$ cat config.mk
export PLATFORM = sky130hd
export DESIGN_NAME = sfi_table
export DESIGN_NICKNAME = d
export VERILOG_FILES = /design/src/design/sfi_table.sv
export SDC_FILE = /design/constraint.sdc
export NUM_CORES = 2
export LEC_CHECK = 0
export ABC_CLOCK_PERIOD_IN_PS = 4100
export BUFFER_PORTS_ARGS = -buffer_cell sky130_fd_sc_hd__buf_4
export CORE_AREA = 2 2 381 383
export DETAILED_ROUTE_END_ITERATION = 7
export DIE_AREA = 0 0 383 385
export HOLD_SLACK_MARGIN = 0.02
export PLACE_DENSITY = 0.75
export RECOVER_POWER = 100
export SLEW_MARGIN = 0
export SYNTH_ARGS = -nofsm -noshare
export SYNTH_HDL_FRONTEND = slang
export SYNTH_SLANG_ARGS = --single-unit
$ cat constraint.sdc
create_clock -name clk -period 4.1 [get_ports clk]
set_input_delay 0.82 -clock clk [delete_from_list [all_inputs] [get_ports clk]]
set_output_delay 0.82 -clock clk [all_outputs]
set_load 0.01 [all_outputs]
$ cat src/design/sfi_table.sv
`default_nettype none
module sfi_table #(
  parameter int DEPTH  = 64,
  parameter int ADDR_W = 6
) (
  input  wire logic              clk,
  input  wire logic              rst_n,
  input  wire logic              we,
  input  wire logic [ADDR_W-1:0] waddr,
  input  wire logic [31:0]       wdata,
  input  wire logic [ADDR_W-1:0] raddr,
  output logic      [31:0]       rdata
);

  logic [31:0]      mem [DEPTH];
  logic [DEPTH-1:0] valid_r;
  logic [31:0]      rdata_r;
  logic             rvalid_r;

  always_ff @(posedge clk) begin
    if (we) begin
      mem[waddr] <= wdata;
    end
    rdata_r <= mem[raddr];
  end

  always_ff @(posedge clk) begin
    if (!rst_n) begin
      valid_r  <= '0;
      rvalid_r <= 1'b0;
    end else begin
      if (we) begin
        valid_r[waddr] <= 1'b1;
      end
      rvalid_r <= valid_r[raddr];
    end
  end

  // entries never written read as zero
  assign rdata = rvalid_r ? rdata_r : 32'd0;

endmodule
`default_nettype wire

# Word-level counts from Yosys, hierarchy flattened
# Memories as Yosys holds them, arrays and structs flattened. A register that Yosys moved wholly into a read port is not among the register bits.
# Cells that the tools add are included.
# totals
ff_bits,65
ram_bits,2048
mem_count,1
# op_classes
magnitude_cmp,3
n_mux,7
bitwise_logic,1
n_reduce_logical,1
# memory_table
name,words,word_bits,rd,rd_ports_with_merged_regs,write_ports,line_no,text
mem,64,32,1,1,1,15,logic [31:0] mem [DEPTH];
# ops
operator,n
bitwise OR 64 bit,1
2-to-1 mux 32 bit,1
"< comparator 6 x 7 -> 1 bit, second input constant",2
binary-select mux 1 bit (select 6 bit),1
demux 1 bit (select 6 bit),1
"greater-or-equal comparator 6 x 1 -> 1 bit, second input constant",1
2-to-1 mux 1 bit,4
logical AND 1 bit,1

# Depth between registers and ports, before layout
# depth
ltp_word,5
depth_mapped,10
mapped_depth_nobuf,5

# Worst setup path after synthesis
# OpenSTA, ideal clock, no wires.
# synth_timing
path_kind,input -> register
start,input port we
end,"memory mem[40][0], enable pin"
setup_time_ns,0.463
arrival_time_ns,3.554
t_required_ns,3.637
slack_ns,0.083
stages,3
path_buffers,0
path_cell_list,nor2b_1 > nand3_1 > nor3_1
# synth_between
elab_chain_len,2
# synth_rtl
item,line_no,text
from (decl),8,"input wire logic we,"
2-to-1 mux 1 bit,21,if (we) begin
2-to-1 mux 1 bit (implied by the code),22,mem[waddr] <= wdata;
to (decl),15,
# No other way between the ends.

==> impl_metrics.csv <==
group,metric,value,unit
sta,timing.final.crit_share,0.900,
synthesis,yosys_register_bits,2145,
synthesis,syn_area,81100,um^2
sta,timing.max_slew.rel_slack,-1.41,
synthesis,ys_types,35,
placed_design,place.gp.congestion,0.829,
status,failed_checks,"max-capacitance violations, max-slew violations",
grt,antenna_found_initial,23,
sta,timing.final.crit_period,3690,ps
critical_path,reg2reg_setup_slack,1530,ps
synthesis,combinational_family_with_the_most_area_after_synthesis,"multiplexers",
layout,drive_above_1_share,0.275,
grt,largest_net_degree_at_the_start_of_global_routing,69,
sta,timing.hold.ws,396,ps
placed_design,placement.setup.worst_slack,334,ps
power,max-vdd-ir-drop,323,uV
drt,vias_per_cell,6.76,
sta,setup_repair_after_global_routing_missed_its_margin,"false",
synthesis,yosys.area_share.adder,0,
die,die_h,385,um
synthesis,simple_gate_area_share_of_the_yosys_netlist,0.0132,
clocking,clkTransAtPathRegs,70,ps
hold_path,timing.hold.worst.class,"in -> reg",
clocking,clock_tree_from_tritoncts,"done",
clocking,ctsResizeCount,0,
critical_path,cp_max_fo,44,
status,outcome,"finished with violations",
die,design.core.area,143000,um^2
critical_path,timing.setup.critical_path_class,"in -> reg",
grt,grt_first_pass_wirelength,291000,um
critical_path,worstSetupStartpointType,"input pin",
sta,worst_clock_skew,39.3,ps
synthesis,yosysWarningCount,0,
synthesis,mapped_nets,3550,
drt,post-route-drc-count,0,
layout,post-route-util,0.639,
critical_path,end_kind,"register",
clocking,clk-insertion-delay-late,840,ps
critical_path,req_time_crit_path,4860,ps
drt,dr.pass1.iters,6,
clocking,post_cts.repair.setup_buffers,0,
placed_design,dp.final_hpwl,108000,um
grt,first_global_vias,39500,
critical_path,timing.critical_path.arrival,4450,ps
sta,final_hold_viol_count,0,
clocking,clockRootBuffer,"sky130_fd_sc_hd__clkbuf_16",
drt,finalWirelength,206000,um
power,p_leak,28.9,nW
drt,drt-initial-drc-count,5997,
synthesis,synth_cells,3503,
grt,grt_use_total,0.284,
clocking,ctsHoldBuffers,0,
die,num_rows,139,
clocking,cts_inserted_buffers,199,
die,pin_count,79,
synthesis,synth.yosys.seq_area_share,0.782,
power,power.total,45.0,mW
die,dieArea,147000,um^2
layout,nets,3815,
sta,timing.final.ws_setup,411,ps
synthesis,yosys_most_used_dff,"sky130_fd_sc_hd__edfxtp_1",
sta,drv_slew,3274,
job,max_cap_violations,69,
sta,setup_viol,0,
grt,residual_overflow_from_global_routing,0,
clocking,clock_path_buffers,3,
synthesis,proportion_of_register_bits_with_asynchronous_set_or_reset_after_synthesis,0,
drt,wl_per_cell,35.2,um
sta,achievable-frequency,271,MHz
placed_design,port_buffers,78,
power,power-per-cell-area,491,nW/um^2
die,die_width,383,um
synthesis,synthXorXnorAreaFrac,0,
sta,worst-slew-pin-transition,3620,ps
drt,ant_nets,0,
synthesis,synthMuxAreaShare,0.169,
drt,detailroute.via_count,39500,
synthesis,fraction_of_the_mapped_netlist_area_in_compound_gates,0.0238,
clocking,numClockSinks,2145,
synthesis,synth_enable_flop_cells,2048,
clocking,h-tree-depth,4,
synthesis,avgSynthCellArea,23.2,um^2
sta,timing.setup.tns,0,ps
layout,synthToLayoutAreaGrowth,12.8,%
die,floorplan.initialDensity,0.567,
-- placed cells by master, fill, tap and decap left out, drive strengths merged, types with 6 or more instances in the layout --
cell             n
bufinv          15
o311a           18
edfxtp        2048
nor3             6
nor2            67
clkinvlp        13
diode            8
o21ai           44
nand3           33
mux2i           90
a221oi          34
mux4           568
nor2b           13
dfxtp           97
a21oi           26
o21a            64
and2            35
nand2b           7
inv              9
buf            143
clkinv          66
nand2           66
dlymetal6s4s    14
a22oi           74
clkbuf         371
-- area by class of cell --
class / instances / area [um^2]
Antenna cell: 8 / 20.0
Clock buffer: 270 / 5470
Clock inverter: 101 / 1040
Fill cell: 9037 / 51600
Inverter: 2 / 7.51
Multi-Input combinational cell: 1159 / 17100
Sequential cell: 2145 / 63400
Tap cell: 1903 / 2380
Timing Repair Buffer: 261 / 2080
-- cells in the mapped netlist, types with 6 or more instances --
cell,instances,share of area
sky130_fd_sc_hd__dfxtp_1,97,0.024
sky130_fd_sc_hd__nor2b_1,13,0.0010
sky130_fd_sc_hd__mux2i_1,90,0.011
sky130_fd_sc_hd__and2_1,35,0.0027
sky130_fd_sc_hd__nand2b_1,7,0.00054
sky130_fd_sc_hd__buf_4,24,0.0022
sky130_fd_sc_hd__a221oi_1,34,0.0037
sky130_fd_sc_hd__buf_6,9,0.0012
sky130_fd_sc_hd__nor3_1,6,0.00037
sky130_fd_sc_hd__nand2_1,66,0.0031
sky130_fd_sc_hd__buf_2,52,0.0032
sky130_fd_sc_hd__mux4_2,568,0.16
sky130_fd_sc_hd__o21a_1,64,0.0059
sky130_fd_sc_hd__a21oi_1,26,0.0016
sky130_fd_sc_hd__o311a_1,18,0.0022
sky130_fd_sc_hd__a22oi_1,74,0.0068
sky130_fd_sc_hd__clkbuf_1,95,0.0044
sky130_fd_sc_hd__o21ai_1,20,0.0012
sky130_fd_sc_hd__edfxtp_1,2048,0.76
sky130_fd_sc_hd__o21ai_0,24,0.0015
sky130_fd_sc_hd__buf_1,17,0.00079
sky130_fd_sc_hd__nand3_1,33,0.0020
sky130_fd_sc_hd__nor2_1,67,0.0031
-- per-layer routing --
metal / part of all wire / track usage
met5: 0.00068 / 0
met4: 0.036 / 0.109
met3: 0.12 / 0.0625
met2: 0.48 / 0.443
met1: 0.36 / 0.399
-- report_power, final --
part           leakage [nW]  internal [mW]  total [mW]  switching (mW)
combinational          6.51          0.833        2.27            1.44
sequential             19.2           24.2        24.3          0.0936
clock                  3.15           10.3        18.4            8.01
-- logic make-up (layout without fill, tap and decap cells) --
| kind of cell | count (synthesis) | count (layout) |
|---|---|---|
| AOI/OAI and AO/OA | 268 | 268 |
| DFF | 2145 | 2145 |
| other | 0 | 8 |
| muxes | 660 | 660 |
| and+or+nand+nor | 231 | 231 |
| buffers and inverters | 199 | 634 |
-- worst max-delay path, cell delays in order --
cell and delay (ps):
sky130_fd_sc_hd__buf_8 220, sky130_fd_sc_hd__nor2b_1 1690, sky130_fd_sc_hd__clkbuf_1 700, sky130_fd_sc_hd__a22oi_1 150, sky130_fd_sc_hd__nand3_1 160, sky130_fd_sc_hd__o21ai_0 380
sky130_fd_sc_hd__a21oi_1 230
-- metrics by stage --
stage,std cells,instance area [um^2]
after floorplan,3503,81100
after global placement,5470,85700
after detailed placement,5470,85700
after CTS,5841,92200
after global routing,5841,91500
final,5849,91500
-- flip-flops by register name, summed over array words and instances (netlist names) --
register,count
valid_r,64
mem,2048
rvalid_r,1
rdata_r,32
-- path summary, 6_finish.rpt --
path | startpoint | endpoint | cells past startpoint
worst max-delay path | raddr[2] | rdata_r[27] | 7
worst max register to register | mem[29][26] | rdata_r[26] | 4
worst min register to register | valid_r[13] | valid_r[13] | 1
worst min-delay path | waddr[2] | mem[48][8] | 2
No activity file was read; power rests on OpenSTA's default activity.
