**src/design/sfi_pkg.sv**
```systemverilog
`default_nettype none
package sfi_pkg;

  // Multiply-divide unit operand widths: a * b / d
  localparam int DV_A_W   = 39;
  localparam int DV_B_W   = 33;
  localparam int DV_D_W   = 39;
  localparam int DV_P_W   = DV_A_W + DV_B_W;
  localparam int DV_CNT_W = 7;

  // Q16.16 fraction bits
  localparam int FRAC_W = 16;

  typedef enum logic [1:0] {
    CMD_WRITE  = 2'd0,
    CMD_EVAL   = 2'd1,
    CMD_INTEG  = 2'd2,
    CMD_PREIMG = 2'd3
  } cmd_t;

  localparam logic [1:0] CFG_LEFT_X      = 2'd0;
  localparam logic [1:0] CFG_RIGHT_X     = 2'd1;
  localparam logic [1:0] CFG_POINT_COUNT = 2'd2;

  typedef enum logic [1:0] {
    DV_IDLE,
    DV_MUL,
    DV_DIV
  } dv_state_t;

  typedef struct packed {
    logic [DV_A_W-1:0] a;
    logic [DV_B_W-1:0] b;
    logic [DV_D_W-1:0] d;
  } dv_req_t;

  typedef struct packed {
    logic              done;
    logic [DV_P_W-1:0] q;
    logic [DV_D_W-1:0] r;
    logic              round_up;
  } dv_rsp_t;

  typedef enum logic [4:0] {
    ST_IDLE,
    ST_EV_START,
    ST_EV_ZERO,
    ST_EV_K,
    ST_EV_RDL,
    ST_EV_RDR,
    ST_EV_Q,
    ST_IN_START,
    ST_IN_ACC,
    ST_IN_DIV,
    ST_IN_Q,
    ST_PR_START,
    ST_PR_RD0,
    ST_PR_SEG,
    ST_PR_Q,
    ST_PR_EMIT,
    ST_PR_NEXT,
    ST_PR_END,
    ST_EMIT
  } st_t;

endpackage
`default_nettype wire

```
**src/design/sfi_muldiv.sv**
```systemverilog
`default_nettype none
module sfi_muldiv
  import sfi_pkg::*;
(
  input  wire logic    clk,
  input  wire logic    rst_n,
  input  wire logic    start,
  input  wire dv_req_t req,
  output dv_rsp_t      rsp
);

  dv_state_t           st_r, st_nxt;
  logic [DV_CNT_W-1:0] cnt_r, cnt_nxt;
  logic [DV_P_W-1:0]   acc_r, acc_nxt;
  logic [DV_P_W-1:0]   mcand_r, mcand_nxt;
  logic [DV_B_W-1:0]   mplier_r, mplier_nxt;
  logic [DV_D_W-1:0]   d_r, d_nxt;
  logic [DV_D_W-1:0]   rem_r, rem_nxt;
  logic                done_r, done_nxt;
  logic [DV_D_W:0]     rem_sh;
  logic [DV_D_W:0]     rem_sub;
  logic                ge;

  always_ff @(posedge clk) begin
    if (!rst_n) begin
      st_r   <= DV_IDLE;
      done_r <= 1'b0;
    end else begin
      st_r   <= st_nxt;
      done_r <= done_nxt;
    end
  end

  always_ff @(posedge clk) begin
    cnt_r    <= cnt_nxt;
    acc_r    <= acc_nxt;
    mcand_r  <= mcand_nxt;
    mplier_r <= mplier_nxt;
    d_r      <= d_nxt;
    rem_r    <= rem_nxt;
  end

  always_comb begin
    st_nxt     = st_r;
    cnt_nxt    = cnt_r;
    acc_nxt    = acc_r;
    mcand_nxt  = mcand_r;
    mplier_nxt = mplier_r;
    d_nxt      = d_r;
    rem_nxt    = rem_r;
    done_nxt   = 1'b0;
    rem_sh     = {rem_r, acc_r[DV_P_W-1]};
    rem_sub    = rem_sh - {1'b0, d_r};
    ge         = (rem_sh >= {1'b0, d_r});
    case (st_r)
      DV_IDLE: begin
        if (start) begin
          acc_nxt    = '0;
          mcand_nxt  = DV_P_W'(req.a);
          mplier_nxt = req.b;
          d_nxt      = req.d;
          rem_nxt    = '0;
          cnt_nxt    = '0;
          st_nxt     = DV_MUL;
        end
      end
      DV_MUL: begin
        // shift-add multiply, one multiplier bit per cycle
        if (mplier_r[0]) begin
          acc_nxt = acc_r + mcand_r;
        end
        mcand_nxt  = {mcand_r[DV_P_W-2:0], 1'b0};
        mplier_nxt = {1'b0, mplier_r[DV_B_W-1:1]};
        cnt_nxt    = cnt_r + 1'b1;
        if (cnt_r == DV_CNT_W'(DV_B_W - 1)) begin
          cnt_nxt = '0;
          st_nxt  = DV_DIV;
        end
      end
      DV_DIV: begin
        // restoring divide, quotient bits shift into the product register
        rem_nxt = ge ? rem_sub[DV_D_W-1:0] : rem_sh[DV_D_W-1:0];
        acc_nxt = {acc_r[DV_P_W-2:0], ge};
        cnt_nxt = cnt_r + 1'b1;
        if (cnt_r == DV_CNT_W'(DV_P_W - 1)) begin
          done_nxt = 1'b1;
          st_nxt   = DV_IDLE;
        end
      end
      default: st_nxt = DV_IDLE;
    endcase
  end

  assign rsp.done     = done_r;
  assign rsp.q        = acc_r;
  assign rsp.r        = rem_r;
  assign rsp.round_up = ({rem_r, 1'b0} >= {1'b0, d_r});

endmodule
`default_nettype wire

```
**config.mk**
```make
export PLATFORM = sky130hd
export DESIGN_NAME = sfi_muldiv
export DESIGN_NICKNAME = d
export VERILOG_FILES = /design/src/design/sfi_pkg.sv /design/src/design/sfi_muldiv.sv
export SDC_FILE = /design/constraint.sdc
export NUM_CORES = 1
export LEC_CHECK = 0
export BUFFER_PORTS_ARGS = -buffer_cell sky130_fd_sc_hd__buf_2
export CORE_MARGIN = 2
export CORE_UTILIZATION = 50
export CTS_CLUSTER_DIAMETER = 80
export DETAILED_ROUTE_END_ITERATION = 10
export PLACE_DENSITY = 0.73
export SYNTH_ARGS = -nofsm -noshare
export SYNTH_HDL_FRONTEND = slang
export SYNTH_SLANG_ARGS = --single-unit
export TNS_END_PERCENT = 50
```
**constraint.sdc**
```tcl
create_clock -name clk -period 8.6 [get_ports clk]
set_input_delay 1.29 -clock clk [delete_from_list [all_inputs] [get_ports clk]]
set_output_delay 1.29 -clock clk [all_outputs]
set_load 0.03 [all_outputs]
```
# Yosys cells after proc, flatten, opt, wreduce, memory -nomap -nowiden
# Cells that the tools add are included.
word_totals:
  out_inout_bits: 113
  input_bits: 114
  ff_bits: 265
classes:
  order_cmp: 2
  n_eq_ne: 8
  add_sub_neg: 3
  mux: 18
  n_reduce_logical: 11
op_table:
  columns: ["operator", "n"]
  rows:
  - ["$mux W72", 3]
  - ["$pmux W72 S3", 1]
  - ["$pmux W72 S2", 1]
  - ["$ge A40 B39 Y1", 2]
  - ["$mux W39", 2]
  - ["$pmux W39 S2", 1]
  - ["$add A72 B72 Y72", 1]
  - ["$pmux W33 S2", 1]
  - ["$sub A39 B39 Y39", 1]
  - ["$mux W33", 1]
  - ["$pmux W7 S3", 1]
  - ["$mux W7", 2]
  - ["$reduce_and A2 Y1", 5]
  - ["$ne A2 B2 Y1 const B", 4]
  - ["$add A7 B1 Y7 const B", 1]
  - ["$eq A7 B6 Y1 const B", 1]
  - ["$eq A7 B7 Y1 const B", 1]
  - ["$mux W2", 3]
  - ["$pmux W2 S3", 1]
  - ["$reduce_and A3 Y1", 2]
  - ["$reduce_bool A2 Y1", 2]
  - ["$reduce_bool A3 Y1", 1]
  - ["$eq A2 B1 Y1 const B", 1]
  - ["$eq A2 B2 Y1 const B", 1]
  - ["other kinds (2)", 2]

# Logic depth before layout (Yosys ltp)
# Gate-level depths: netlist (run 1).
logic_depth:
  word_depth: 3
  ltp_mapped: 15
  mapped_depth_nobuf: 14

# Worst setup path before layout (run 1)
# No wires, ideal clock.
synth_path:
  path_kind: "flip-flop to flip-flop"
  from: "register st_r[1]"
  to: "register mcand_r[0] (enable)"
  path_slack_ns: -0.263
  path_stages_with_launch: 6
  arrival_time_ns: 8.149
  cell_sequence: "dfxtp_1 > inv_1 > ha_1 > clkbuf_1 > inv_1 > o21ai_0"
synth_between:
  elab_chain_len: 3
  elab_cells_between_ends: 5
  classes_between: "eq/ne: 2; reduce/logical: 3"
synth_lines:
  columns: ["element", "line_no", "text"]
  rows:
  - ["start: declaration", "sfi_muldiv.sv:12", "dv_state_t st_r, st_nxt;"]
  - ["start signal: assignment", "sfi_muldiv.sv:29", "st_r <= st_nxt;"]
  - ["$eq A2 B1 Y1 / $logic_not A2 Y1 (equally long branches)", "sfi_muldiv.sv:55", "case (st_r)"]
  - ["$reduce_bool A2 Y1 (no source line) / $ne A2 B2 Y1 (equally long branches)", null, null]
  - ["$reduce_and A2 Y1 (no source line) *", null, null]
  - ["end signal: assignment", "sfi_muldiv.sv:37", "mcand_r <= mcand_nxt;"]
  - ["end: declaration", "sfi_muldiv.sv:15", "logic [DV_P_W-1:0] mcand_r, mcand_nxt;"]
# Every way passes the cells marked *; elsewhere a longest branch is shown, timed or not.
# A chain may end at the register's enable or synchronous reset.

==> results by stage, run 1 <==
Run status:
- The run finished with clean final reports.

STA:
- The setup violation total in the final timing report is 0.
- Setup repair after global routing left no endpoint under its margin.
- The final period utilization is 49.9%.
- For the pin with the worst max-slew slack, the measured transition is 0.890 ns.
- The clock skew after layout is 0.0350 ns.
- The final critical path time including I/O delays and setup is 4.29 ns.
- The number of max-slew violations in the final report was 0.
- The worst pin sits at a relative slew slack of 40.7%.
- For the final routed database, the setup TNS stands at 0 ns.
- Derived from the worst setup path, the maximum achievable clock frequency is 0.233 GHz.
- The final count of hold timing violations is 0.

Synth:
- During synthesis, Yosys emitted a total of 0 warnings.
- The fraction of registers with async set or reset after synthesis is 0%.
- The prevailing post-synth register cell is sky130_fd_sc_hd__edfxtp_1.
- The area of the mapped netlist is 17500 um2.
- Synthesis produced 1697 cells.
- The number of flops mapped to enable cells by yosys is 262.
- The sequential share of the synthesized area is 45.4%.
- The dominant cell by count in the synthesized netlist is sky130_fd_sc_hd__edfxtp_1.
- Yosys attributes the largest share of cell area to sky130_fd_sc_hd__edfxtp_1, sky130_fd_sc_hd__ha_1, sky130_fd_sc_hd__mux2_2, sky130_fd_sc_hd__a21oi_1, sky130_fd_sc_hd__xnor2_1.
- Synthesis produced a netlist with a net count of 1929.
- The number of library cell types mapped by synthesis is 87.
- After synthesis the netlist holds a flip-flop and latch count of 265.
- The commonest cells after synthesis are sky130_fd_sc_hd__edfxtp_1, sky130_fd_sc_hd__a21oi_1, sky130_fd_sc_hd__nand2_1, sky130_fd_sc_hd__ha_1, sky130_fd_sc_hd__nor2_1.
- The share of the synthesized area in the top cell type is 45.0%.
- A synthesized cell averages 10.3 um2.
- The cell taking the most area after synthesis is sky130_fd_sc_hd__edfxtp_1.

Route:
- The count of nets left with antenna violations once routing finished came out at 0.
- The total number of vias is 13884.
- The number of violations reported at the end of detailed-routing iteration 0 is 996.
- The ratio of routed vias to standard cells is 5.86.
- For this run, design rule violations remaining after detail routing come to 0.
- In the final routed layout, each cell accounts on average for 18.6 um.
- For this block, the routed nets add up to 44.1 mm of wire.
- Before antenna repair, the detailed router went through 5 iterations.

Global route:
- The largest net degree at the start of global routing is 77.
- The wire length of the first global-routing pass is 69.6 mm.
- The global-route total usage across every layer is 23.7%.
- The via count of the first global-routing pass is 13741.
- The total overflow reported by the global router is 0.
- The number of antenna violations at the first check in global routing was 1.

Floorplan:
- The number of primary I/O pins is 227.
- The floorplan has 68 rows.
- The overall die area is 36500 um2.
- From left edge to right edge, the die measures 191 um.
- The area of the core is 34500 um2.
- Once the floorplan was initialized, standard cells occupied 50.7% of the core.
- From bottom edge to top edge, the die measures 191 um.

Pwr:
- The ratio of total power to cell area is 328 nW/um2.
- The total leakage power is 8.18 nW.
- The largest vdd supply drop is 213 uV.

Worst setup path:
- The critical path is of the reg2out type.
- The worst path required time is 7.31 ns.
- The critical path goes through ha_1 > nand3_1 > nor3_1 > and3_1 > nor3b_1 > a21oi_1 > o21bai_1 > buf_2.
- The largest individual stage delay along the critical path comes from the cell sky130_fd_sc_hd__edfxtp_1.
- The largest stage delay on the critical path is 0.43 ns.
- The worst setup path is captured at an output pin.
- The data arrival time at the worst-slack endpoint is 3.00 ns.
- Counting both buffers and inverters, the worst setup path holds a total of 1.
- The element type at the critical path start is a flop.
- The maximum fanout encountered on the critical timing path is 7.
- The cell type group with the largest total delay on the critical path is simple AND/OR/NAND/NOR gates.

Finish:
- Counting the fill cells in the layout gives 2929.
- Of the cells placed in the final design, the portion with a size suffix greater than 1 is 20.6%.
- Compared with the post-synthesis result, the final layout area differs by 14.7%.
- The number of nets in the finished design is 2124.
- The number of antenna diodes in the final layout is 0.
- After the flow finishes, the layout carries non-filler instances totaling 2371.

CTS:
- The root buffer cell is sky130_fd_sc_hd__clkbuf_16.
- The number of clock buffers inserted by TritonCTS is 30.
- The clock net in this run drives a total of 265 sinks.
- The clock latency at the later pin of the worst-skew pair is 0.60 ns.
- The longest clock path from root to sink contains 3 buffers.
- In this run, post-CTS hold repair placed 0 buffers.
- After clock tree synthesis, the clock-pin slew on the worst setup and hold paths is 0.06 ns.
- In this run the post-CTS setup repair buffer count came out at 0.
- CTS built an H-tree with a depth of 1.
- The number of resized instances in the post-cts repair step is 0.
- TritonCTS built the clock tree.

Placed design:
- Input and output buffers added on the ports amount to 226.
- At the end of routability-driven placement, the weighted congestion stood at 0.943.
- The detailed placer's ending HPWL is 31.9 mm.
- After detailed placement, the design holds a cell count of 2315.

Hold path:
- The min-delay analysis places its worst path in the category reg2reg.

Flow run:
- The count of maximum capacitance violations is 0.
## layer usage
metal  global-route usage [%]  part of all wire (%)  wire length [um]
met5                        0                 0.029                13
met4                     7.63                   3.1              1370
met3                     4.64                   7.9              3510
met2                     39.5                    46             20500
met1                     31.0                    43             18800
## where the power goes
part	switching, W	internal (W)
clock network	0.000542	0.000789
logic	0.00199	0.00119
registers	0.000224	0.00184
## stage by stage
stage               hold slack [ns]  total power, W  util, %  worst slack [ns]  cell area [um2]
global placement              0.527         0.00517     55.2              4.75            19000
CTS                           0.553         0.00658     58.2              4.31            20000
floorplan                     0.491         0.00446        -              2.57            17500
global route                  0.558         0.00699     58.2              4.11            20000
finish                        0.547         0.00657     58.2              4.31            20000
detailed placement            0.538         0.00522     55.2              4.60            19000
## final cells by class
cell class / instances / area, um2 / share of cell area (%)
clock inverter: 17 / 210 / 1.05
timing repair buffer: 238 / 1220 / 6.09
sequential: 265 / 7930 / 39.6
tap: 455 / 569 / 2.84
clock buffer: 39 / 815 / 4.06
multi-input combinational: 1283 / 9020 / 45.0
inverter: 74 / 278 / 1.39
## cell families after synthesis
| family | after synthesis | synth area share (%) |
|---|---|---|
| adder cells (fa/ha/maj) | 118 | 8.53 |
| multiplexers | 90 | 5.65 |
| AO/OA/AOI/OAI | 494 | 18.3 |
| XOR/XNOR | 106 | 5.31 |
| AND/OR/NAND/NOR | 475 | 13.5 |
| buffers and inverters | 149 | 3.34 |
| flip-flops | 265 | 45.4 |
## worst paths after layout
path           startpoint            to  slack, ns  cells after the start
max             rem_r[20]        rsp[0]       4.31                      8
min          mplier_r[31]  mplier_r[30]       0.55                      1
min reg2reg  mplier_r[31]  mplier_r[30]       0.55                      1
max reg2reg     acc_r[71]     rem_r[23]       4.56                     15
## sequential cells by signal (all words and copies together), names as in the netlist
signal / flops
mcand_r: 72
mplier_r: 33
rem_r: 39
done_r: 1
st_r: 2
d_r: 39
acc_r: 72
cnt_r: 7
## cells in the final DEF, fill, tap and decap left out, types with 70 or more instances in the layout
| master | count |
|---|---|
| sky130_fd_sc_hd__inv_1 | 73 |
| sky130_fd_sc_hd__o21ai_0 | 88 |
| sky130_fd_sc_hd__buf_2 | 226 |
| sky130_fd_sc_hd__nor2_1 | 114 |
| sky130_fd_sc_hd__mux2_2 | 70 |
| sky130_fd_sc_hd__edfxtp_1 | 262 |
| sky130_fd_sc_hd__ha_1 | 114 |
| sky130_fd_sc_hd__a21oi_1 | 145 |
| sky130_fd_sc_hd__nand2_1 | 127 |
| sky130_fd_sc_hd__xnor2_1 | 73 |
No activity file was read; power rests on OpenSTA's default activity.
==> inputs of run 2 (changes only) <==
==> constraint.sdc (replaced) <==
create_clock -name clk -period 3.5 [get_ports clk]
set_input_delay 0.525 -clock clk [delete_from_list [all_inputs] [get_ports clk]]
set_output_delay 0.525 -clock clk [all_outputs]
set_load 0.03 [all_outputs]
==> results by stage, run 2 (same netlist as run 1, synthesis figures left out) <==
STA:
- The number of max-slew violations in the final report is 0 (unchanged).
- The setup slack of the critical path after layout was 0.0449 ns (-4.27 ns).
- The worst slew margin relative to its limit is 50.6% (+9.9 points).
- The worst path in the final design needs a cycle of 3.46 ns, including I/O delays and setup.
- Setup repair after global routing could not meet its margin everywhere.
- After layout, the worst path uses 98.7% of the clock period.
- The clock skew after layout came to 0.0248 ns (-0.0102 ns).
- The maximum operating frequency is 0.289 GHz.
- The final count of hold timing violations is 0 (unchanged).
- The slew of the pin with the lowest slew margin came to 0.741 ns (-0.149 ns).
- The setup violation total in the final timing report is 0 (unchanged).

Placed design:
- The number of cells in the design after placement is 2369 (+2.3%).
- The instance area after placement came to 19500 um2 (+2.5%).
- The port buffer count was 226 (unchanged).
- The minimum setup slack after placement is 0.0209 ns (-4.58 ns).
- The detailed placer's ending HPWL was 33.6 mm (+5.5%).
- The weighted congestion reported at the end of routability-driven placement is 0.976 (+3.4%).

Worst setup path:
- The worst path required time is 3.80 ns (-3.51 ns).
- The worst reg-to-reg setup slack came to 0.04 ns (-4.52 ns).
- The data arrival time at the worst-slack endpoint was 3.76 ns (+0.76 ns).
- The worst setup path is launched from a flop.
- The class of the most critical setup path is reg2reg.
- The endpoint identified for the worst register-to-register timing path is acc_r[68].
- The number of cells traversed by the worst register-to-register path is 12 (-3).
- The maximum fanout encountered on the critical timing path was 7 (unchanged).
- In this run the critical register-to-register path is launched from acc_r[29].
- The element type at the critical path end is a flop.

Finish:
- The share of layout cells above drive strength 1 is 25.2% (+4.7 points).
- Leaving out fill and tap cells, the most frequent cells in the layout are sky130_fd_sc_hd__edfxtp_1, sky130_fd_sc_hd__buf_2, sky130_fd_sc_hd__a21oi_1, sky130_fd_sc_hd__nand2_1, sky130_fd_sc_hd__nor2_1.
- The number of cells in the finished layout apart from fillers came to 2439 (+2.9%).
- The post-route cell area is 20900 um2 (+4.2%).
- The largest registers in the layout are acc_r: 72 flops, mcand_r: 72 flops.
- From synthesis to final layout, the design area changed by 19.5%.
- The number of nets in the finished design is 2191 (+3.2%).
- The library cell used most frequently in the layout, excluding fill and tap cells, is sky130_fd_sc_hd__edfxtp_1.

Route:
- The final wirelength is 47.0 mm (+6.4%).
- The number of antenna-violating nets in the routed design came to 0 (unchanged).
- The detailed-routing iteration count for the pre-antenna-repair pass is 5 (unchanged).
- The number of remaining DRC errors is 0 (unchanged).
- The total number of vias is 14332 (+3.2%).
- The number of violations reported at the end of detailed-routing iteration 0 was 1175 (+18%).
- The mean routed wirelength per cell is 19.3 um (+3.5%).
- The ratio of routed vias to standard cells is 5.88 (+0.35%).

Hold path:
- The tightest min-delay check is of the in2reg type.
- The startpoint identified for the worst hold timing path is req[9].
- The instance count along the most critical hold path is 1 (unchanged).
- The hold-critical path endpoint is d_r[9].

Run status:
- The flow ran to the end, and the final reports show no timing, DRC or antenna violations.

CTS:
- The clock slew at the register clock pins of the worst setup and hold paths is 0.07 ns (about the same).
- The clock tree from TritonCTS is done.
- The clock latency at the later pin of the worst-skew pair is 0.58 ns (-0.02 ns).
- The H-tree depth came to 1 (unchanged).
- The maximum count of clock buffers along a single path is 3 (unchanged).
- The number of clock buffers inserted by TritonCTS came to 31 (+3.3%).
- The number of sinks handled by clock tree synthesis came to 265 (unchanged).
- The number of buffers inserted by hold repair at cts is 0 (unchanged).
- In this run the clock root is driven by a sky130_fd_sc_hd__clkbuf_16.

Pwr:
- The total leakage power is 8.57 nW (+4.7%).
- The ratio of total power to cell area is 810 nW/um2 (+150%).
- The largest vdd supply drop came to 630 uV (+200%).
- The final total power came to 0.0169 W (+160%).

Global route:
- The global-route total usage across every layer was 25.0% (+1.3 points).
- The wire length of the first global-routing pass came to 73.0 mm (+4.9%).
- The largest net degree at the start of global routing is 106 (+38%).
- The via count of the first global-routing pass was 14131 (+2.8%).
- The total overflow reported by the global router came to 0 (unchanged).
- The number of antenna violations at the first check in global routing is 1 (unchanged).

Floorplan:
- The effective utilization at floorplan is 50.7% (unchanged).
- The placement row count came to 68 (unchanged).
- The overall die area is 36500 um2 (unchanged).
- The vertical die dimension is 191 um (unchanged).
- The area of the core is 34500 um2 (unchanged).
- The x dimension of the die is 191 um (unchanged).
- The number of primary I/O pins is 227 (unchanged).

Flow run:
- The count of maximum capacitance violations is 0 (unchanged).
[run 2: power by group]
group          internal [W]  switching (W)
sequential          0.00453       0.000535
combinational       0.00338        0.00524
clock               0.00187        0.00137
[run 2: what timing repair did]
item / 4_1_cts / 5_1_grt
pin swaps: 0 / 9
gates resized for setup: 3 / 46
setup endpoints to repair: 3 / 54
buffers inserted: 0 / 11
cloned: 0 / 1
[run 2: cell type report]
cell class | instances | area, um2
antenna | 1 | 2.50
clock buffer | 35 | 801
clock inverter | 22 | 216
fill | 2941 | 13600
inverter | 74 | 278
multi-input combinational | 1283 | 9280
sequential | 265 | 7930
tap | 455 | 569
timing repair buffer | 304 | 1810
[run 2: per-stage QoR]
stage / hold WS (ns) / TNS (ns) / utilization [%]
3_5_place_dp: 0.536 / 0 / 56.5
5_1_grt: 0.116 / -0.220 / 60.6
4_1_cts: 0.112 / 0 / 59.5
6_report: 0.140 / 0 / 60.6
3_3_place_gp: 0.528 / 0 / 56.5
2_1_floorplan: 0.491 / 0 / -
[run 2: worst max path at each step]
stage | start | to | depth (start not counted)
floorplan | st_r[0] | acc_r[0] | 4
global placement | acc_r[11] | acc_r[56] | 11
detailed placement | acc_r[2] | acc_r[67] | 12
CTS | acc_r[11] | acc_r[56] | 11
global route | acc_r[0] | acc_r[50] | 13
finish | acc_r[29] | acc_r[68] | 12
[run 2: worst max-delay path, cell delays in order, from the launching register on]
cell and delay, ns:
sky130_fd_sc_hd__edfxtp_1 0.41, sky130_fd_sc_hd__ha_2 0.44, sky130_fd_sc_hd__and3_4 0.24, sky130_fd_sc_hd__nand2_2 0.06
sky130_fd_sc_hd__or4_4 0.49, sky130_fd_sc_hd__a31oi_4 0.24, sky130_fd_sc_hd__o211ai_4 0.12, sky130_fd_sc_hd__a2111oi_4 0.40
sky130_fd_sc_hd__nor2_2 0.13, sky130_fd_sc_hd__o31ai_1 0.31, sky130_fd_sc_hd__a21oi_1 0.13, sky130_fd_sc_hd__xor2_1 0.14
sky130_fd_sc_hd__o21ai_1 0.07
[run 2: layer usage]
metal | global-route usage [%] | vias to the layer above | part of all wire (%)
met5 | 0 | - | 0
met4 | 7.90 | 0 | 3.0
met3 | 4.92 | 87 | 7.7
met2 | 41.3 | 529 | 47
met1 | 33.1 | 6875 | 43
li1 | - | 6841 | -
==> inputs of run 3 (changes only) <==
--- a/config.mk
+++ b/config.mk
@@ -11,6 +11,7 @@
 export CTS_CLUSTER_DIAMETER = 80
 export DETAILED_ROUTE_END_ITERATION = 10
 export PLACE_DENSITY = 0.73
+export RECOVER_POWER = 100
 export SYNTH_ARGS = -nofsm -noshare
 export SYNTH_HDL_FRONTEND = slang
 export SYNTH_SLANG_ARGS = --single-unit
==> results by stage, run 3 (same netlist as run 1, synthesis figures left out) <==
CTS:
- The number of buffers inserted by hold repair at cts was 0 (unchanged).
- The clock slew at the register clock pins of the worst setup and hold paths is 0.06 ns (about the same).
- The maximum count of clock buffers along a single path is 3 (unchanged).
- The H-tree depth was 1 (unchanged).
- The number of sinks handled by clock tree synthesis came to 265 (unchanged).
- The clock tree from TritonCTS is done.
- The number of clock buffers inserted by TritonCTS is 31 (unchanged).
- The clock latency at the later pin of the worst-skew pair is 0.58 ns (about the same).
- Clock tree synthesis selected as its root buffer the cell sky130_fd_sc_hd__clkbuf_16.

Route:
- The detailed-routing iteration count for the pre-antenna-repair pass came to 7 (+2).
- The number of violations reported at the end of detailed-routing iteration 0 is 1084 (-7.7%).
- The ratio of routed vias to standard cells is 5.86 (-0.34%).
- The number of remaining DRC errors came to 0 (unchanged).
- The number of antenna-violating nets in the routed design is 0 (unchanged).
- The final wirelength is 47.0 mm (about the same).
- The total number of vias is 14283 (-0.34%).
- The mean routed wirelength per cell was 19.3 um (about the same).

Worst setup path:
- The startpoint identified for the worst register-to-register timing path is acc_r[23].
- The worst path required time is 3.80 ns (about the same).
- The launching element of the worst setup path is acc_r[23].
- The worst setup path is captured at a flop.
- The data arrival time at the worst-slack endpoint came to 3.75 ns (about the same).
- The class of the most critical setup path is reg2reg.
- The maximum fanout encountered on the critical timing path is 5 (-2).
- STA classifies the critical path startpoint as a flop.

Run status:
- The run finished with clean final reports.

Floorplan:
- The overall die area is 36500 um2 (unchanged).
- The x dimension of the die was 191 um (unchanged).
- The effective utilization at floorplan is 50.7% (unchanged).
- The vertical die dimension is 191 um (unchanged).
- The number of primary I/O pins is 227 (unchanged).
- The placement row count was 68 (unchanged).
- The area of the core came to 34500 um2 (unchanged).

STA:
- The maximum operating frequency was 0.290 GHz (+0.36%).
- The clock skew after layout was 0.0225 ns (-0.00233 ns).
- The final period utilization was 98.4% (-0.35 points).
- The final critical path time including I/O delays and setup is 3.44 ns (-0.0123 ns).
- The number of max-slew violations in the final report is 0 (unchanged).
- The worst slew margin relative to its limit is 45.7% (-4.9 points).
- The setup violation total in the final timing report is 0 (unchanged).
- The final-layout setup total negative slack is 0 ns (unchanged).
- The setup slack of the critical path after layout is 0.0572 ns (+0.0123 ns).
- The final count of hold timing violations is 0 (unchanged).
- The slew of the pin with the lowest slew margin is 0.814 ns (+0.0731 ns).
- Setup repair after global routing could not meet its margin everywhere.

Global route:
- The largest net degree at the start of global routing is 106 (unchanged).
- The number of antenna violations at the first check in global routing is 1 (unchanged).
- The most used routing layer is met2.
- The global-route total usage across every layer is 25.0% (unchanged).
- The wire length of the first global-routing pass was 73.0 mm (unchanged).
- The via count of the first global-routing pass was 14131 (unchanged).
- The routing usage on met2 is 41.3% (unchanged).
- The met3 track demand over resource in global routing is 4.92% (unchanged).
- The total overflow reported by the global router came to 0 (unchanged).
- The global-route track usage on met1 is 33.1% (unchanged).

Finish:
- The final design utilization was 60.4% (-0.17 points).
- The share of layout cells above drive strength 1 is 23.0% (-2.2 points).
- The number of nets in the finished design came to 2191 (unchanged).
- The library cell used most frequently in the layout, excluding fill and tap cells, is sky130_fd_sc_hd__edfxtp_1.
- The area growth from synthesis to layout is 19.2%.
- The number of inserted filler cells in the final layout is 2961 (+0.68%).
- Leaving out fill and tap cells, the most frequent cells in the layout are sky130_fd_sc_hd__edfxtp_1, sky130_fd_sc_hd__buf_2, sky130_fd_sc_hd__a21oi_1, sky130_fd_sc_hd__nand2_1, sky130_fd_sc_hd__nor2_1.
- The number of cells in the finished layout apart from fillers is 2439 (unchanged).
- The largest registers in the layout are acc_r: 72 flops, mcand_r: 72 flops.

Hold path:
- The startpoint identified for the worst hold timing path is req[9].
- The worst min-delay path category is in2reg.

Pwr:
- The largest vdd supply drop was 628 uV (-0.29%).
- The ratio of total power to cell area is 810 nW/um2 (about the same).
- The total leakage power was 8.42 nW (-1.7%).

Flow run:
- The count of maximum capacitance violations was 0 (unchanged).

Placed design:
- The weighted congestion reported at the end of routability-driven placement is 0.976 (unchanged).
- The number of cells in the design after placement is 2369 (unchanged).
- The port buffer count is 226 (unchanged).
- The detailed placer's ending HPWL came to 33.6 mm (unchanged).
- The minimum setup slack after placement came to 0.0209 ns (unchanged).
run 3: cell count changes in the layout (fill, tap and decap cells not counted):
cell | previous run | this run
sky130_fd_sc_hd__clkbuf_1 | 3 | 45
sky130_fd_sc_hd__buf_2 | 226 | 185
sky130_fd_sc_hd__and2_0 | 0 | 15
sky130_fd_sc_hd__and2_1 | 43 | 28
sky130_fd_sc_hd__buf_4 | 70 | 69
sky130_fd_sc_hd__ha_1 | 105 | 106
sky130_fd_sc_hd__ha_2 | 7 | 6
run 3: cell type report:
class | instances | area, um2 | share of cell area (%)
Tap cell | 455 | 569 | 2.73
Sequential cell | 265 | 7930 | 38.1
Antenna cell | 1 | 2.50 | 0.0120
Inverter | 74 | 278 | 1.33
Multi-Input combinational cell | 1283 | 9280 | 44.5
Clock buffer | 35 | 801 | 3.84
Timing Repair Buffer | 304 | 1760 | 8.44
Clock inverter | 22 | 216 | 1.04
run 3: final timing paths:
check                                    end  slack (ns)  depth (start not counted)
worst max-delay path               acc_r[68]        0.06                         12
worst min-delay path                  d_r[9]        0.14                          1
worst max register to register     acc_r[68]        0.06                         12
worst min register to register  mplier_r[26]        0.54                          1
run 3: where the power goes:
part           internal [W]  leakage (nW)  switching, W  total, W
registers           0.00453          2.64      0.000537   0.00506
clock network       0.00187         0.473       0.00136   0.00323
logic               0.00335          5.30       0.00524   0.00859
run 3: what timing repair did:
item                                   4_1_cts  5_1_grt
gates cloned                                 0        1
pin swaps                                    0        9
endpoints found under the hold margin        0        0
setup endpoints to repair                    3       54
gates resized for setup                      3       46
setup buffers                                0       11
run 3: critical path, stage by stage (launching register included):
cell,delay [ns]
sky130_fd_sc_hd__edfxtp_1,0.43
sky130_fd_sc_hd__ha_1,0.34
sky130_fd_sc_hd__nand3_2,0.15
sky130_fd_sc_hd__buf_4,0.19
sky130_fd_sc_hd__or4_4,0.54
sky130_fd_sc_hd__a31oi_4,0.24
sky130_fd_sc_hd__o211ai_4,0.12
sky130_fd_sc_hd__a2111oi_4,0.40
sky130_fd_sc_hd__nor2_2,0.13
sky130_fd_sc_hd__o31ai_1,0.31
sky130_fd_sc_hd__a21oi_1,0.13
sky130_fd_sc_hd__xor2_1,0.14
sky130_fd_sc_hd__o21ai_1,0.07
run 3: through the flow:
step | cell area (um2) | hold slack, ns | power, W
after detailed placement | 19500 | 0.536 | 0.0133
after CTS | 20500 | 0.112 | 0.0166
after floorplan | 17500 | 0.491 | 0.0109
final | 20800 | 0.139 | 0.0169
after global placement | 19500 | 0.528 | 0.0131
after global routing | 20800 | 0.116 | 0.0179
run 3: metal layers:
layer	routed length, um	part of all wire (%)
met5	0	0
met4	1380	2.9
met3	3540	7.5
met2	22000	47
met1	20000	43
